--- src/sv/tsc_pkg.sv ---
package tsc_pkg;

	localparam int unsigned MAIN_CELLS  = 6;
	localparam int unsigned CROSS_CELLS = 8;
	localparam int unsigned CELL_MAX    = 32;

	localparam int unsigned ADDR_W = 4;
	localparam int unsigned DATA_W = 32;

	localparam logic [1:0] REG_GREEN_TICKS       = 2'd0;
	localparam logic [1:0] REG_YELLOW_TICKS      = 2'd1;
	localparam logic [1:0] REG_MAIN_QUEUE_LIMIT  = 2'd2;
	localparam logic [1:0] REG_CROSS_QUEUE_LIMIT = 2'd3;

	localparam logic [7:0] GREEN_TICKS_RST       = 8'd12;
	localparam logic [3:0] YELLOW_TICKS_RST      = 4'd2;
	localparam logic [3:0] MAIN_QUEUE_LIMIT_RST  = 4'd2;
	localparam logic [3:0] CROSS_QUEUE_LIMIT_RST = 4'd2;

	typedef enum logic [1:0] {
		LIGHT_OFF    = 2'd0,
		LIGHT_RED    = 2'd1,
		LIGHT_YELLOW = 2'd2,
		LIGHT_GREEN  = 2'd3
	} light_t;

	typedef logic [MAIN_CELLS-1:0]  main_cells_t;
	typedef logic [CROSS_CELLS-1:0] cross_cells_t;
	typedef logic [CELL_MAX-1:0]    cells_t;

	typedef struct packed {
		logic north_arrival;
		logic south_arrival;
		logic east_arrival;
		logic west_arrival;
	} arrival_t;

	typedef struct packed {
		light_t       north_light;
		light_t       south_light;
		light_t       east_light;
		light_t       west_light;
		main_cells_t  north_waiting;
		main_cells_t  south_waiting;
		cross_cells_t east_waiting;
		cross_cells_t west_waiting;
		main_cells_t  north_moving;
		main_cells_t  south_moving;
		cross_cells_t east_moving;
		cross_cells_t west_moving;
	} result_t;

	typedef struct packed {
		light_t north;
		light_t south;
		light_t east;
		light_t west;
	} lights_t;

	typedef struct packed {
		logic [7:0] green_ticks;
		logic [3:0] yellow_ticks;
	} timing_t;

	// Light plan for the step being taken, and whether traffic moves in it.
	typedef struct packed {
		lights_t lights;
		logic    move;
	} step_t;

	typedef struct packed {
		cells_t queue;
		cells_t lane;
	} lane_t;

	function automatic cells_t reverse_cells(cells_t v, int unsigned n);
		cells_t r;
		r = '0;
		for (int i = 0; i < CELL_MAX; i++) begin
			if (i < n) begin
				r[i] = v[n-1-i];
			end
		end
		return r;
	endfunction

	// One move of an approach whose stop line is cell n-1. On red the cars of the
	// unbroken run at the stop line stay and every other car advances one cell.
	function automatic lane_t lane_fwd(cells_t q, cells_t l, logic green, int unsigned n);
		cells_t stay;
		cells_t nq;
		cells_t nl;
		stay = '0;
		nq   = '0;
		nl   = '0;
		for (int i = CELL_MAX - 1; i >= 0; i--) begin
			if (i < n) begin
				stay[i] = q[i] & ((i == n - 1) ? 1'b1 : stay[i+1]);
			end
		end
		for (int i = 0; i < CELL_MAX; i++) begin
			if (i < n) begin
				if (i == 0) begin
					nl[i] = green & q[n-1];
					nq[i] = green ? 1'b0 : (q[i] & stay[i]);
				end else begin
					nl[i] = l[i-1];
					nq[i] = green ? q[i-1] : ((q[i] & stay[i]) | (q[i-1] & ~stay[i-1]));
				end
			end
		end
		return '{queue: nq, lane: nl};
	endfunction

	function automatic lane_t lane_step(cells_t q, cells_t l, logic green, logic forward,
		int unsigned n);
		lane_t r;
		if (forward) begin
			r = lane_fwd(q, l, green, n);
		end else begin
			r = lane_fwd(reverse_cells(q, n), reverse_cells(l, n), green, n);
			r.queue = reverse_cells(r.queue, n);
			r.lane  = reverse_cells(r.lane, n);
		end
		return r;
	endfunction

endpackage

--- src/sv/tsc_arrival_if.sv ---
interface tsc_arrival_if;
	import tsc_pkg::*;

	logic     valid;
	logic     ready;
	arrival_t item;

	modport source (output valid, output item, input ready);
	modport sink (input valid, input item, output ready);
endinterface

--- src/sv/tsc_result_if.sv ---
interface tsc_result_if;
	import tsc_pkg::*;

	logic    valid;
	logic    ready;
	result_t item;

	modport source (output valid, output item, input ready);
	modport sink (input valid, input item, output ready);
endinterface

--- src/sv/tsc_control.sv ---
module tsc_control (
	input  logic              clk,
	input  logic              arst_n,
	input  logic              step,
	input  logic              over,
	input  tsc_pkg::timing_t  timing,
	output tsc_pkg::step_t    plan,
	output tsc_pkg::lights_t  lights
);
	import tsc_pkg::*;

	typedef enum logic [1:0] {
		MODE_STOP      = 2'd0,
		MODE_TO_NORMAL = 2'd1,
		MODE_NORMAL    = 2'd2
	} mode_t;

	mode_t      mode_q;
	mode_t      mode_nxt;
	logic       parity_q;
	logic [7:0] count_q;
	logic [7:0] count_nxt;
	logic [7:0] count_dec;
	lights_t    lights_q;

	assign count_dec = count_q - 8'd1;

	always_comb begin
		mode_nxt    = mode_q;
		count_nxt   = count_q;
		plan.lights = lights_q;
		plan.move   = 1'b0;
		unique case (mode_q)
			MODE_TO_NORMAL: begin
				if (lights_q.north == LIGHT_GREEN && lights_q.south == LIGHT_GREEN) begin
					plan.lights = '{LIGHT_RED, LIGHT_RED, LIGHT_GREEN, LIGHT_GREEN};
				end else begin
					plan.lights = '{LIGHT_GREEN, LIGHT_GREEN, LIGHT_RED, LIGHT_RED};
				end
				count_nxt = timing.green_ticks;
				mode_nxt  = MODE_NORMAL;
			end
			MODE_NORMAL: begin
				if (count_q <= 8'd1) begin
					if (lights_q.north == LIGHT_YELLOW && lights_q.south == LIGHT_YELLOW) begin
						plan.lights = '{LIGHT_RED, LIGHT_RED, LIGHT_GREEN, LIGHT_GREEN};
					end else begin
						plan.lights = '{LIGHT_GREEN, LIGHT_GREEN, LIGHT_RED, LIGHT_RED};
					end
					count_nxt = timing.green_ticks;
				end else begin
					count_nxt = count_dec;
					if (count_dec <= {4'd0, timing.yellow_ticks}) begin
						// Main Street counts as the green street unless it shows red.
						if (lights_q.north != LIGHT_RED && lights_q.south != LIGHT_RED) begin
							plan.lights.north = LIGHT_YELLOW;
							plan.lights.south = LIGHT_YELLOW;
						end else begin
							plan.lights.east = LIGHT_YELLOW;
							plan.lights.west = LIGHT_YELLOW;
						end
					end else begin
						plan.move = 1'b1;
					end
				end
			end
			default: begin
				if (!parity_q) begin
					plan.lights = '{LIGHT_RED, LIGHT_RED, LIGHT_OFF, LIGHT_OFF};
				end else begin
					plan.lights = '{LIGHT_OFF, LIGHT_OFF, LIGHT_RED, LIGHT_RED};
				end
				plan.move = 1'b1;
				if (over) begin
					mode_nxt = MODE_TO_NORMAL;
				end
			end
		endcase
	end

	always_ff @(posedge clk or negedge arst_n) begin
		if (!arst_n) begin
			mode_q   <= MODE_STOP;
			parity_q <= 1'b0;
			count_q  <= '0;
			lights_q <= '{LIGHT_RED, LIGHT_RED, LIGHT_RED, LIGHT_RED};
		end else if (step) begin
			mode_q   <= mode_nxt;
			parity_q <= ~parity_q;
			count_q  <= count_nxt;
			lights_q <= plan.lights;
		end
	end

	assign lights = lights_q;

endmodule

--- src/sv/traffic_signal_controller.sv ---
// Latency: the result of an item is shown in the cycle after the item is accepted.
// Throughput: one item per cycle while the result side is ready; the light sequencer and the
// bitmap moves of all four approaches finish within the cycle in which the item is accepted.
// The result register frees the input side as soon as its item is taken.
// Asynchronous reset: four-way stop, all lights red, queues and lanes empty,
// registers at their defaults, no result pending.
module traffic_signal_controller (
	input  logic                        clk,
	input  logic                        arst_n,
	tsc_arrival_if.sink                 arrival,
	tsc_result_if.source                result,
	input  logic                        psel,
	input  logic                        penable,
	input  logic                        pwrite,
	input  logic [tsc_pkg::ADDR_W-1:0]  paddr,
	input  logic [tsc_pkg::DATA_W-1:0]  pwdata,
	output logic [tsc_pkg::DATA_W-1:0]  prdata,
	output logic                        pready
);
	import tsc_pkg::*;

	logic [7:0]   green_ticks_q;
	logic [3:0]   yellow_ticks_q;
	logic [3:0]   main_limit_q;
	logic [3:0]   cross_limit_q;
	logic [1:0]   reg_index;

	logic         out_valid_q;
	logic         accept;
	logic         over;
	timing_t      timing;
	step_t        plan;
	lights_t      lights;

	main_cells_t  north_q_q, south_q_q, north_l_q, south_l_q;
	cross_cells_t east_q_q, west_q_q, east_l_q, west_l_q;
	lane_t        north_nxt, south_nxt, east_nxt, west_nxt;
	main_cells_t  north_wait_nxt, south_wait_nxt;
	cross_cells_t east_wait_nxt, west_wait_nxt;

	assign pready    = 1'b1;
	assign reg_index = paddr[ADDR_W-1:2];

	always_ff @(posedge clk or negedge arst_n) begin
		if (!arst_n) begin
			green_ticks_q  <= GREEN_TICKS_RST;
			yellow_ticks_q <= YELLOW_TICKS_RST;
			main_limit_q   <= MAIN_QUEUE_LIMIT_RST;
			cross_limit_q  <= CROSS_QUEUE_LIMIT_RST;
		end else if (psel && penable && pwrite && pready) begin
			unique case (reg_index)
				REG_GREEN_TICKS:       green_ticks_q  <= pwdata[7:0];
				REG_YELLOW_TICKS:      yellow_ticks_q <= pwdata[3:0];
				REG_MAIN_QUEUE_LIMIT:  main_limit_q   <= pwdata[3:0];
				REG_CROSS_QUEUE_LIMIT: cross_limit_q  <= pwdata[3:0];
			endcase
		end
	end

	always_comb begin
		unique case (reg_index)
			REG_GREEN_TICKS:       prdata = DATA_W'(green_ticks_q);
			REG_YELLOW_TICKS:      prdata = DATA_W'(yellow_ticks_q);
			REG_MAIN_QUEUE_LIMIT:  prdata = DATA_W'(main_limit_q);
			REG_CROSS_QUEUE_LIMIT: prdata = DATA_W'(cross_limit_q);
		endcase
	end

	assign arrival.ready = !out_valid_q || result.ready;
	assign accept        = arrival.valid && arrival.ready;

	// Moves keep the number of queued cars in four-way stop, so the counts can
	// be taken before the move.
	assign over = ($countones(north_q_q) > int'(main_limit_q))
		|| ($countones(south_q_q) > int'(main_limit_q))
		|| ($countones(east_q_q) > int'(cross_limit_q))
		|| ($countones(west_q_q) > int'(cross_limit_q));

	assign timing = '{green_ticks: green_ticks_q, yellow_ticks: yellow_ticks_q};

	tsc_control u_control (
		.clk    (clk),
		.arst_n (arst_n),
		.step   (accept),
		.over   (over),
		.timing (timing),
		.plan   (plan),
		.lights (lights)
	);

	always_comb begin
		north_nxt = '{queue: CELL_MAX'(north_q_q), lane: CELL_MAX'(north_l_q)};
		south_nxt = '{queue: CELL_MAX'(south_q_q), lane: CELL_MAX'(south_l_q)};
		east_nxt  = '{queue: CELL_MAX'(east_q_q), lane: CELL_MAX'(east_l_q)};
		west_nxt  = '{queue: CELL_MAX'(west_q_q), lane: CELL_MAX'(west_l_q)};
		if (plan.move) begin
			north_nxt = lane_step(CELL_MAX'(north_q_q), CELL_MAX'(north_l_q),
				plan.lights.north == LIGHT_GREEN, 1'b0, MAIN_CELLS);
			south_nxt = lane_step(CELL_MAX'(south_q_q), CELL_MAX'(south_l_q),
				plan.lights.south == LIGHT_GREEN, 1'b1, MAIN_CELLS);
			east_nxt  = lane_step(CELL_MAX'(east_q_q), CELL_MAX'(east_l_q),
				plan.lights.east == LIGHT_GREEN, 1'b1, CROSS_CELLS);
			west_nxt  = lane_step(CELL_MAX'(west_q_q), CELL_MAX'(west_l_q),
				plan.lights.west == LIGHT_GREEN, 1'b0, CROSS_CELLS);
		end
		north_wait_nxt = north_nxt.queue[MAIN_CELLS-1:0];
		south_wait_nxt = south_nxt.queue[MAIN_CELLS-1:0];
		east_wait_nxt  = east_nxt.queue[CROSS_CELLS-1:0];
		west_wait_nxt  = west_nxt.queue[CROSS_CELLS-1:0];
		// Arrivals join at the far end of their queue after the move.
		north_wait_nxt[MAIN_CELLS-1]  = north_wait_nxt[MAIN_CELLS-1] | arrival.item.north_arrival;
		south_wait_nxt[0]             = south_wait_nxt[0] | arrival.item.south_arrival;
		east_wait_nxt[0]              = east_wait_nxt[0] | arrival.item.east_arrival;
		west_wait_nxt[CROSS_CELLS-1]  = west_wait_nxt[CROSS_CELLS-1] | arrival.item.west_arrival;
	end

	always_ff @(posedge clk or negedge arst_n) begin
		if (!arst_n) begin
			out_valid_q <= 1'b0;
			north_q_q   <= '0;
			south_q_q   <= '0;
			east_q_q    <= '0;
			west_q_q    <= '0;
			north_l_q   <= '0;
			south_l_q   <= '0;
			east_l_q    <= '0;
			west_l_q    <= '0;
		end else begin
			if (accept) begin
				out_valid_q <= 1'b1;
				north_q_q   <= north_wait_nxt;
				south_q_q   <= south_wait_nxt;
				east_q_q    <= east_wait_nxt;
				west_q_q    <= west_wait_nxt;
				north_l_q   <= north_nxt.lane[MAIN_CELLS-1:0];
				south_l_q   <= south_nxt.lane[MAIN_CELLS-1:0];
				east_l_q    <= east_nxt.lane[CROSS_CELLS-1:0];
				west_l_q    <= west_nxt.lane[CROSS_CELLS-1:0];
			end else if (result.ready) begin
				out_valid_q <= 1'b0;
			end
		end
	end

	assign result.valid = out_valid_q;
	assign result.item  = '{
		north_light:   lights.north,
		south_light:   lights.south,
		east_light:    lights.east,
		west_light:    lights.west,
		north_waiting: north_q_q,
		south_waiting: south_q_q,
		east_waiting:  east_q_q,
		west_waiting:  west_q_q,
		north_moving:  north_l_q,
		south_moving:  south_l_q,
		east_moving:   east_l_q,
		west_moving:   west_l_q
	};

endmodule

--- src/flat_wrapper.sv ---
// flat-port wrapper written by rule: the top's interface ports become plain ports
module traffic_signal_controller_flat import tsc_pkg::*;
  (clk, arst_n, psel, penable, pwrite, paddr, pwdata, prdata, pready, arrival_valid, arrival_item, arrival_ready, result_valid, result_item, result_ready);
  tsc_arrival_if arrival_i ();
  tsc_result_if result_i ();
  input  logic clk;
  input  logic arst_n;
  input  logic psel;
  input  logic penable;
  input  logic pwrite;
  input  logic [tsc_pkg::ADDR_W-1:0] paddr;
  input  logic [tsc_pkg::DATA_W-1:0] pwdata;
  output logic [tsc_pkg::DATA_W-1:0] prdata;
  output logic pready;
  input wire logic [$bits(arrival_i.valid)-1:0] arrival_valid;
  input wire logic [$bits(arrival_i.item)-1:0] arrival_item;
  output wire logic [$bits(arrival_i.ready)-1:0] arrival_ready;
  output wire logic [$bits(result_i.valid)-1:0] result_valid;
  output wire logic [$bits(result_i.item)-1:0] result_item;
  input wire logic [$bits(result_i.ready)-1:0] result_ready;
  assign arrival_i.valid = arrival_valid;
  assign arrival_i.item = arrival_item;
  assign arrival_ready = arrival_i.ready;
  assign result_valid = result_i.valid;
  assign result_item = result_i.item;
  assign result_i.ready = result_ready;
  traffic_signal_controller u_core (.clk(clk), .arst_n(arst_n), .arrival(arrival_i), .result(result_i), .psel(psel), .penable(penable), .pwrite(pwrite), .paddr(paddr), .pwdata(pwdata), .prdata(prdata), .pready(pready));
endmodule
--- config.mk ---
export PLATFORM = sky130hd
export DESIGN_NAME = traffic_signal_controller_flat
export DESIGN_NICKNAME = d
export VERILOG_FILES = /design/src/sv/tsc_pkg.sv /design/src/sv/tsc_arrival_if.sv /design/src/sv/tsc_result_if.sv /design/src/sv/tsc_control.sv /design/src/sv/traffic_signal_controller.sv /design/src/flat_wrapper.sv
export SDC_FILE = /design/constraint.sdc
export NUM_CORES = 1
export LEC_CHECK = 0
export BUFFER_PORTS_ARGS = -buffer_cell sky130_fd_sc_hd__buf_2
export CORE_MARGIN = 2
export CORE_UTILIZATION = 54
export DETAILED_ROUTE_END_ITERATION = 10
export GPL_TIMING_DRIVEN = 0
export PLACE_DENSITY_LB_ADDON = 0.12
export SYNTH_ARGS = -nofsm -noshare
export SYNTH_HDL_FRONTEND = slang
export SYNTH_SLANG_ARGS = --single-unit
--- constraint.sdc ---
create_clock -name clk -period 4.4 [get_ports clk]
set_clock_uncertainty 0.1 [all_clocks]
set_input_delay 0.66 -clock clk [delete_from_list [all_inputs] [get_ports clk]]
set_output_delay 0.66 -clock clk [all_outputs]
set_load 0.05 [all_outputs]
# --- After elaboration in Yosys (flattened, before gate mapping) ---
# Cells that the tools add are included.
word_totals:
  regBits: 96
  inputBits: 47
  out_inout_bits: 99
  word_cells: 318
classes:
  addsub: 25
  n_lt_le_gt_ge: 6
  eq_ne: 15
  mux: 92
  n_bitwise: 134
  n_reduce_logical: 22
ops:
  columns: ["cell", "n"]
  rows:
  - ["32-bit adder", 10]
  - ["32-bit by 5-bit > comparator with 1-bit output", 4]
  - ["32-bit case mux with 4 select lines", 1]
  - ["1-bit bitwise AND", 80]
  - ["1-bit two-way mux", 74]
  - ["33-bit two-way mux", 2]
  - ["40-bit two-way mux", 1]
  - ["8-bit two-way mux", 5]
  - ["38-bit two-way mux", 1]
  - ["8-bit case mux with 2 select lines", 2]
  - ["1-bit by 1-bit adder with 2-bit output", 14]
  - ["1-bit bitwise OR", 28]
  - ["1-bit NOT", 26]
  - ["2-bit == test, second input constant", 11]
  - ["2-bit AND reduction", 6]
  - ["8-bit by 1-bit less-or-equal comparator with 1-bit output, second input constant", 1]
  - ["8-bit by 4-bit less-or-equal comparator with 1-bit output", 1]
  - ["4-bit two-way mux", 2]
  - ["8-bit by 1-bit subtractor with 8-bit output, second input constant", 1]
  - ["7-bit two-way mux", 1]
  - ["1-bit logical AND", 6]
  - ["2-bit nonzero test", 3]
  - ["2-bit by 1-bit == test with 1-bit output, second input constant", 2]
  - ["1-bit logical OR", 4]
  - ["7 further kinds", 8]

# --- Logic depth before layout (Yosys ltp) ---
depth:
  depth_word: 27
  ltp_mapped: 15
  mapped_depth_nobuf: 15

# --- Hierarchy ---
# Synthesis repeated with hierarchy kept, for this count alone.
unflattened:
  hier_cells: 610
  hier_area_um2: 5876.9
by_module_without_submodules:
  columns: ["module", "instances", "cells_per_inst", "area_each_um2"]
  rows:
  - ["traffic_signal_controller", 1, 428, 4383.0]
  - ["tsc_control", 1, 182, 1493.9]

# --- Least setup slack after synthesis ---
# Ideal clock, no wire load.
synth_timing:
  kind: "register -> register"
  start: "register u_core.west_q_q[0]"
  end: "register u_core.u_control.mode_q[0]"
  setup_ns: 0.079
  t_arrival_ns: 3.914
  required_ns: 4.221
  path_slack_ns: 0.307
  path_stages_with_launch: 16
  path_cell_list: "dfrtp_1 > inv_1 > ha_1 > inv_1 > fa_1 > fa_1 > inv_1 > ha_1 > fa_1 > ha_1 > o21a_1 > o21a_1 > o21ai_0 > nand4_1 > o21ai_0 > mux2i_1"
synth_between:
  elab_chain_cells: 7
synth_rtl:
  columns: ["element", "line_no", "text"]
  rows:
  - ["from (decl)", "traffic_signal_controller.sv:36", "cross_cells_t east_q_q, west_q_q, east_l_q, west_l_q;"]
  - ["from (signal assigned)", "traffic_signal_controller.sv:134", "west_q_q <= west_wait_nxt;"]
  - ["1-bit by 1-bit adder with 2-bit output (implied by the code)", "traffic_signal_controller.sv:77", "|| ($countones(west_q_q) > int'(cross_limit_q));"]
  - ["32-bit adder (implied by the code) (2 in a row)", "traffic_signal_controller.sv:77", null]
  - ["32-bit by 5-bit > comparator with 1-bit output", "traffic_signal_controller.sv:77", null]
  - ["1-bit logical OR", "traffic_signal_controller.sv:77", null]
  - ["2-bit nonzero test (no line)", null, null]
  - ["3-bit AND reduction (no line)", null, null]
  - ["to (signal assigned)", "tsc_control.sv:88", "mode_q <= mode_nxt;"]
  - ["to (decl)", "tsc_control.sv:18", "mode_t mode_q;"]
# Every way passes these cells.
# A chain may end at the register's enable or synchronous reset.

# --- Worst setup path after layout ---
layout_timing:
  start: "register u_core.west_q_q[0]"
  end: "register u_core.u_control.mode_q[1]"
# Same word-level chain as after synthesis.

==> results.py <==
metrics = {
    "clock_network": {
        "cts_tree": "yes",
        "clkTransAtPathRegs_ns": 0.10,
        "htreeDepth": 3,
        "cts_hold_buf": 0,
        "cts.sinks": 96,
        "clock_path_buffers": 2,
        "clk_latency_ns": 0.38,
        "cts-buffers-inserted": 9,
        "root_buffer": "clkbuf_8",
    },
    "detailed_routing": {
        "post_drt_wl_per_cell_um": 15.33,
        "vias_per_cell": 5.385,
        "first_pass_iters": 5,
        "drt.antenna.violating_nets": 0,
        "wl_um": 13870,
        "drc_errors": 0,
        "drtIter0Drc": 274,
        "vias": 4873,
    },
    "floorplan": {
        "ios": 146,
        "start_util": 0.5516,
        "rows": 38,
        "dieArea_um2": 11880,
        "die_h_um": 109.0,
        "die_x_um": 109.0,
        "coreArea_um2": 10790,
    },
    "critical_path": {
        "r2r_cells": 14,
        "cp-end-kind": "flip-flop",
        "reg2reg_from": "u_core.west_q_q[0]",
        "worstPathCellList": "ha_1 -> fa_1 -> inv_1 -> fa_1 -> inv_1 -> ha_1 -> fa_1 -> ha_1 -> o21a_1 -> o21a_1 -> o21ai_0 -> nand4_1 -> o21ai_1 -> mux2i_1",
        "cp.required_ns": 4.60,
        "r2r_slack_ns": 0.26,
        "crit_arrival_ns": 4.34,
        "path_class": "flip-flop to flip-flop",
        "max_stage_delay_ns": 0.56,
        "cp_max_fo": 4,
        "startpoint_type": "flip-flop",
        "r2r-end": "u_core.u_control.mode_q[1]",
        "slowest_stage": "fa_1",
    },
    "synth": {
        "yosysUniqueCellTypes": 63,
        "async_flop_share": 1.000,
        "synth-seq-cells": 96,
        "netlist_top_cells_count": "nand2_1 (122), dfrtp_1 (87), inv_1 (73), ha_1 (50), o21ai_0 (44)",
        "synth-seq-area-share": 0.4054,
        "syn_inst": 633,
        "syn_avg_cell_area_um2": 9.405,
        "ys.warnings.count": 0,
        "synth_area_leaders": "dfrtp_1 (37%), ha_1 (11%), nand2_1 (7.7%), inv_1 (4.6%), fa_1 (4.0%)",
        "dominantRegCellSynth": "dfrtp_1",
        "yosysMostFrequentCell": "nand2_1",
        "yosysTopAreaCell": "dfrtp_1",
        "synth_edf_count": 0,
        "synth.top_cell.area_share": 0.3657,
        "synth_area_um2": 5953,
    },
    "global_routing": {
        "antenna_found_initial": 0,
        "grt_pass1_wl_um": 22600,
        "grt_start_max_net_pins": 61,
        "grt_util_all_layers": 0.2463,
        "grt_pass1_vias": 4591,
        "grt_overflow": 0,
    },
    "placed_design": {
        "io_buffers": 92,
        "gp_congestion": 0.8782,
        "post-dp-hpwl_um": 10710,
    },
    "sta": {
        "rsz0062_at_grt": "no",
        "fin_crit_sh": 0.9408,
        "period_needed_ns": 4.139,
        "tightest_slew_ns": 0.6704,
        "timing.fmax_ghz": 0.2416,
        "hold_slack_ns": 0.1418,
        "slew_headroom": 0.5531,
        "slew_viol_final": 0,
        "hold_violations": 0,
        "tns_ns": 0,
        "setup_violations": 0,
    },
    "finish": {
        "drive_above_1_share": 0.2301,
        "area_growth_pct": 16.14,
        "fillers": 959,
        "num-nets-final": 869,
        "final_util": 0.6406,
        "diodes": 0,
    },
    "hold_path": {
        "hp-class": "input pin to asynchronous set/reset pin",
    },
    "outcome": {
        "status": "finished, final reports clean",
    },
    "flow_run": {
        "cap_violations": 0,
    },
}
-- cell usage in the layout (no fill, tap or decap), drive strengths merged, types with 3 or more instances in the layout --
cell	count
nand2	122
buf	122
dfrtp	87
inv	77
ha	50
o21ai	45
clkbuf	26
conb	25
nor2	21
mux2	16
a21oi	13
fa	12
o21a	11
nand4	10
nand3	10
mux2i	9
dfstp	9
and2	6
o31ai	6
o211ai	6
and3	5
nor2b	5
nor3	4
mux4	4
nor3b	4
a22oi	4
o221ai	4
o22ai	3
or3	3
o211a	3
a31oi	3
a22o	3
-- worst max-delay path, delay by kind of cell (launching register included) --
kind / cells / cell delay (ns)
muxes: 1 / 0.24
adders and majority gates: 6 / 2.29
AOI/OAI and AO/OA: 4 / 0.75
and+or+nand+nor: 1 / 0.15
buffers and inverters: 2 / 0.10
DFF: 1 / 0.42
-- routing by layer --
layer,vias up,routed length [um],GRT usage
li1,2363,-,-
met2,147,6526,0.3909
met1,2343,6299,0.3402
met4,0,263,0.08059
met3,20,785,0.04842
met5,-,0,0
-- how the worst max path moves through the flow --
| stage | cells after the start | slack, ns | to | from |
|---|---|---|---|---|
| floorplan | 15 | 0.31 | u_core.u_control.mode_q[0] | u_core.west_q_q[0] |
| global placement | 14 | 0.27 | u_core.u_control.mode_q[0] | u_core.west_q_q[0] |
| detailed placement | 14 | 0.13 | u_core.u_control.mode_q[1] | u_core.west_q_q[0] |
| CTS | 14 | 0.09 | u_core.u_control.mode_q[1] | u_core.west_q_q[0] |
| global route | 13 | 0.07 | u_core.south_l_q[5] | u_core.u_control.count_q[0] |
| finish | 14 | 0.26 | u_core.u_control.mode_q[1] | u_core.west_q_q[0] |
-- what timing repair did --
action,4_1_cts,5_1_grt
buffers inserted,0,0
endpoints found under the setup margin,0,20
gates resized for setup,0,5
-- cell type report --
class / instances / area (um2) / share of cell area
multi-input cells: 441 / 3077 / 0.4450
flip-flops and latches: 96 / 2414 / 0.3491
inverters: 73 / 274.0 / 0.03963
clock buffers: 9 / 123.9 / 0.01792
plain buffers: 46 / 277.8 / 0.04017
well taps: 140 / 175.2 / 0.02533
repair buffers: 93 / 490.5 / 0.07094
clock inverters: 7 / 82.58 / 0.01194
-- through the flow --
| step | area, um2 | worst slack, ns | instances |
|---|---|---|---|
| after floorplan | 6040 | 0.3069 | 656 |
| after global placement | 6675 | 0.2672 | 888 |
| after detailed placement | 6705 | 0.1320 | 889 |
| after CTS | 6912 | 0.09219 | 905 |
| after global routing | 6914 | 0.07321 | 905 |
| final | 6914 | 0.2606 | 905 |
-- cell families after synthesis --
logic type               after synthesis  share of synthesized area
AO/OA/AOI/OAI                        119                     0.1354
XOR/XNOR                               3                   0.004414
adder cells (fa/ha/maj)               62                     0.1454
buffers and inverters                119                    0.09226
flip-flops                            96                     0.4054
multiplexers                          29                    0.06116
other                                  2                   0.001262
AND/OR/NAND/NOR                      203                     0.1547
Power is not shown: default switching activity piles up to over one toggle a cycle in this logic, so the estimate is an artifact.
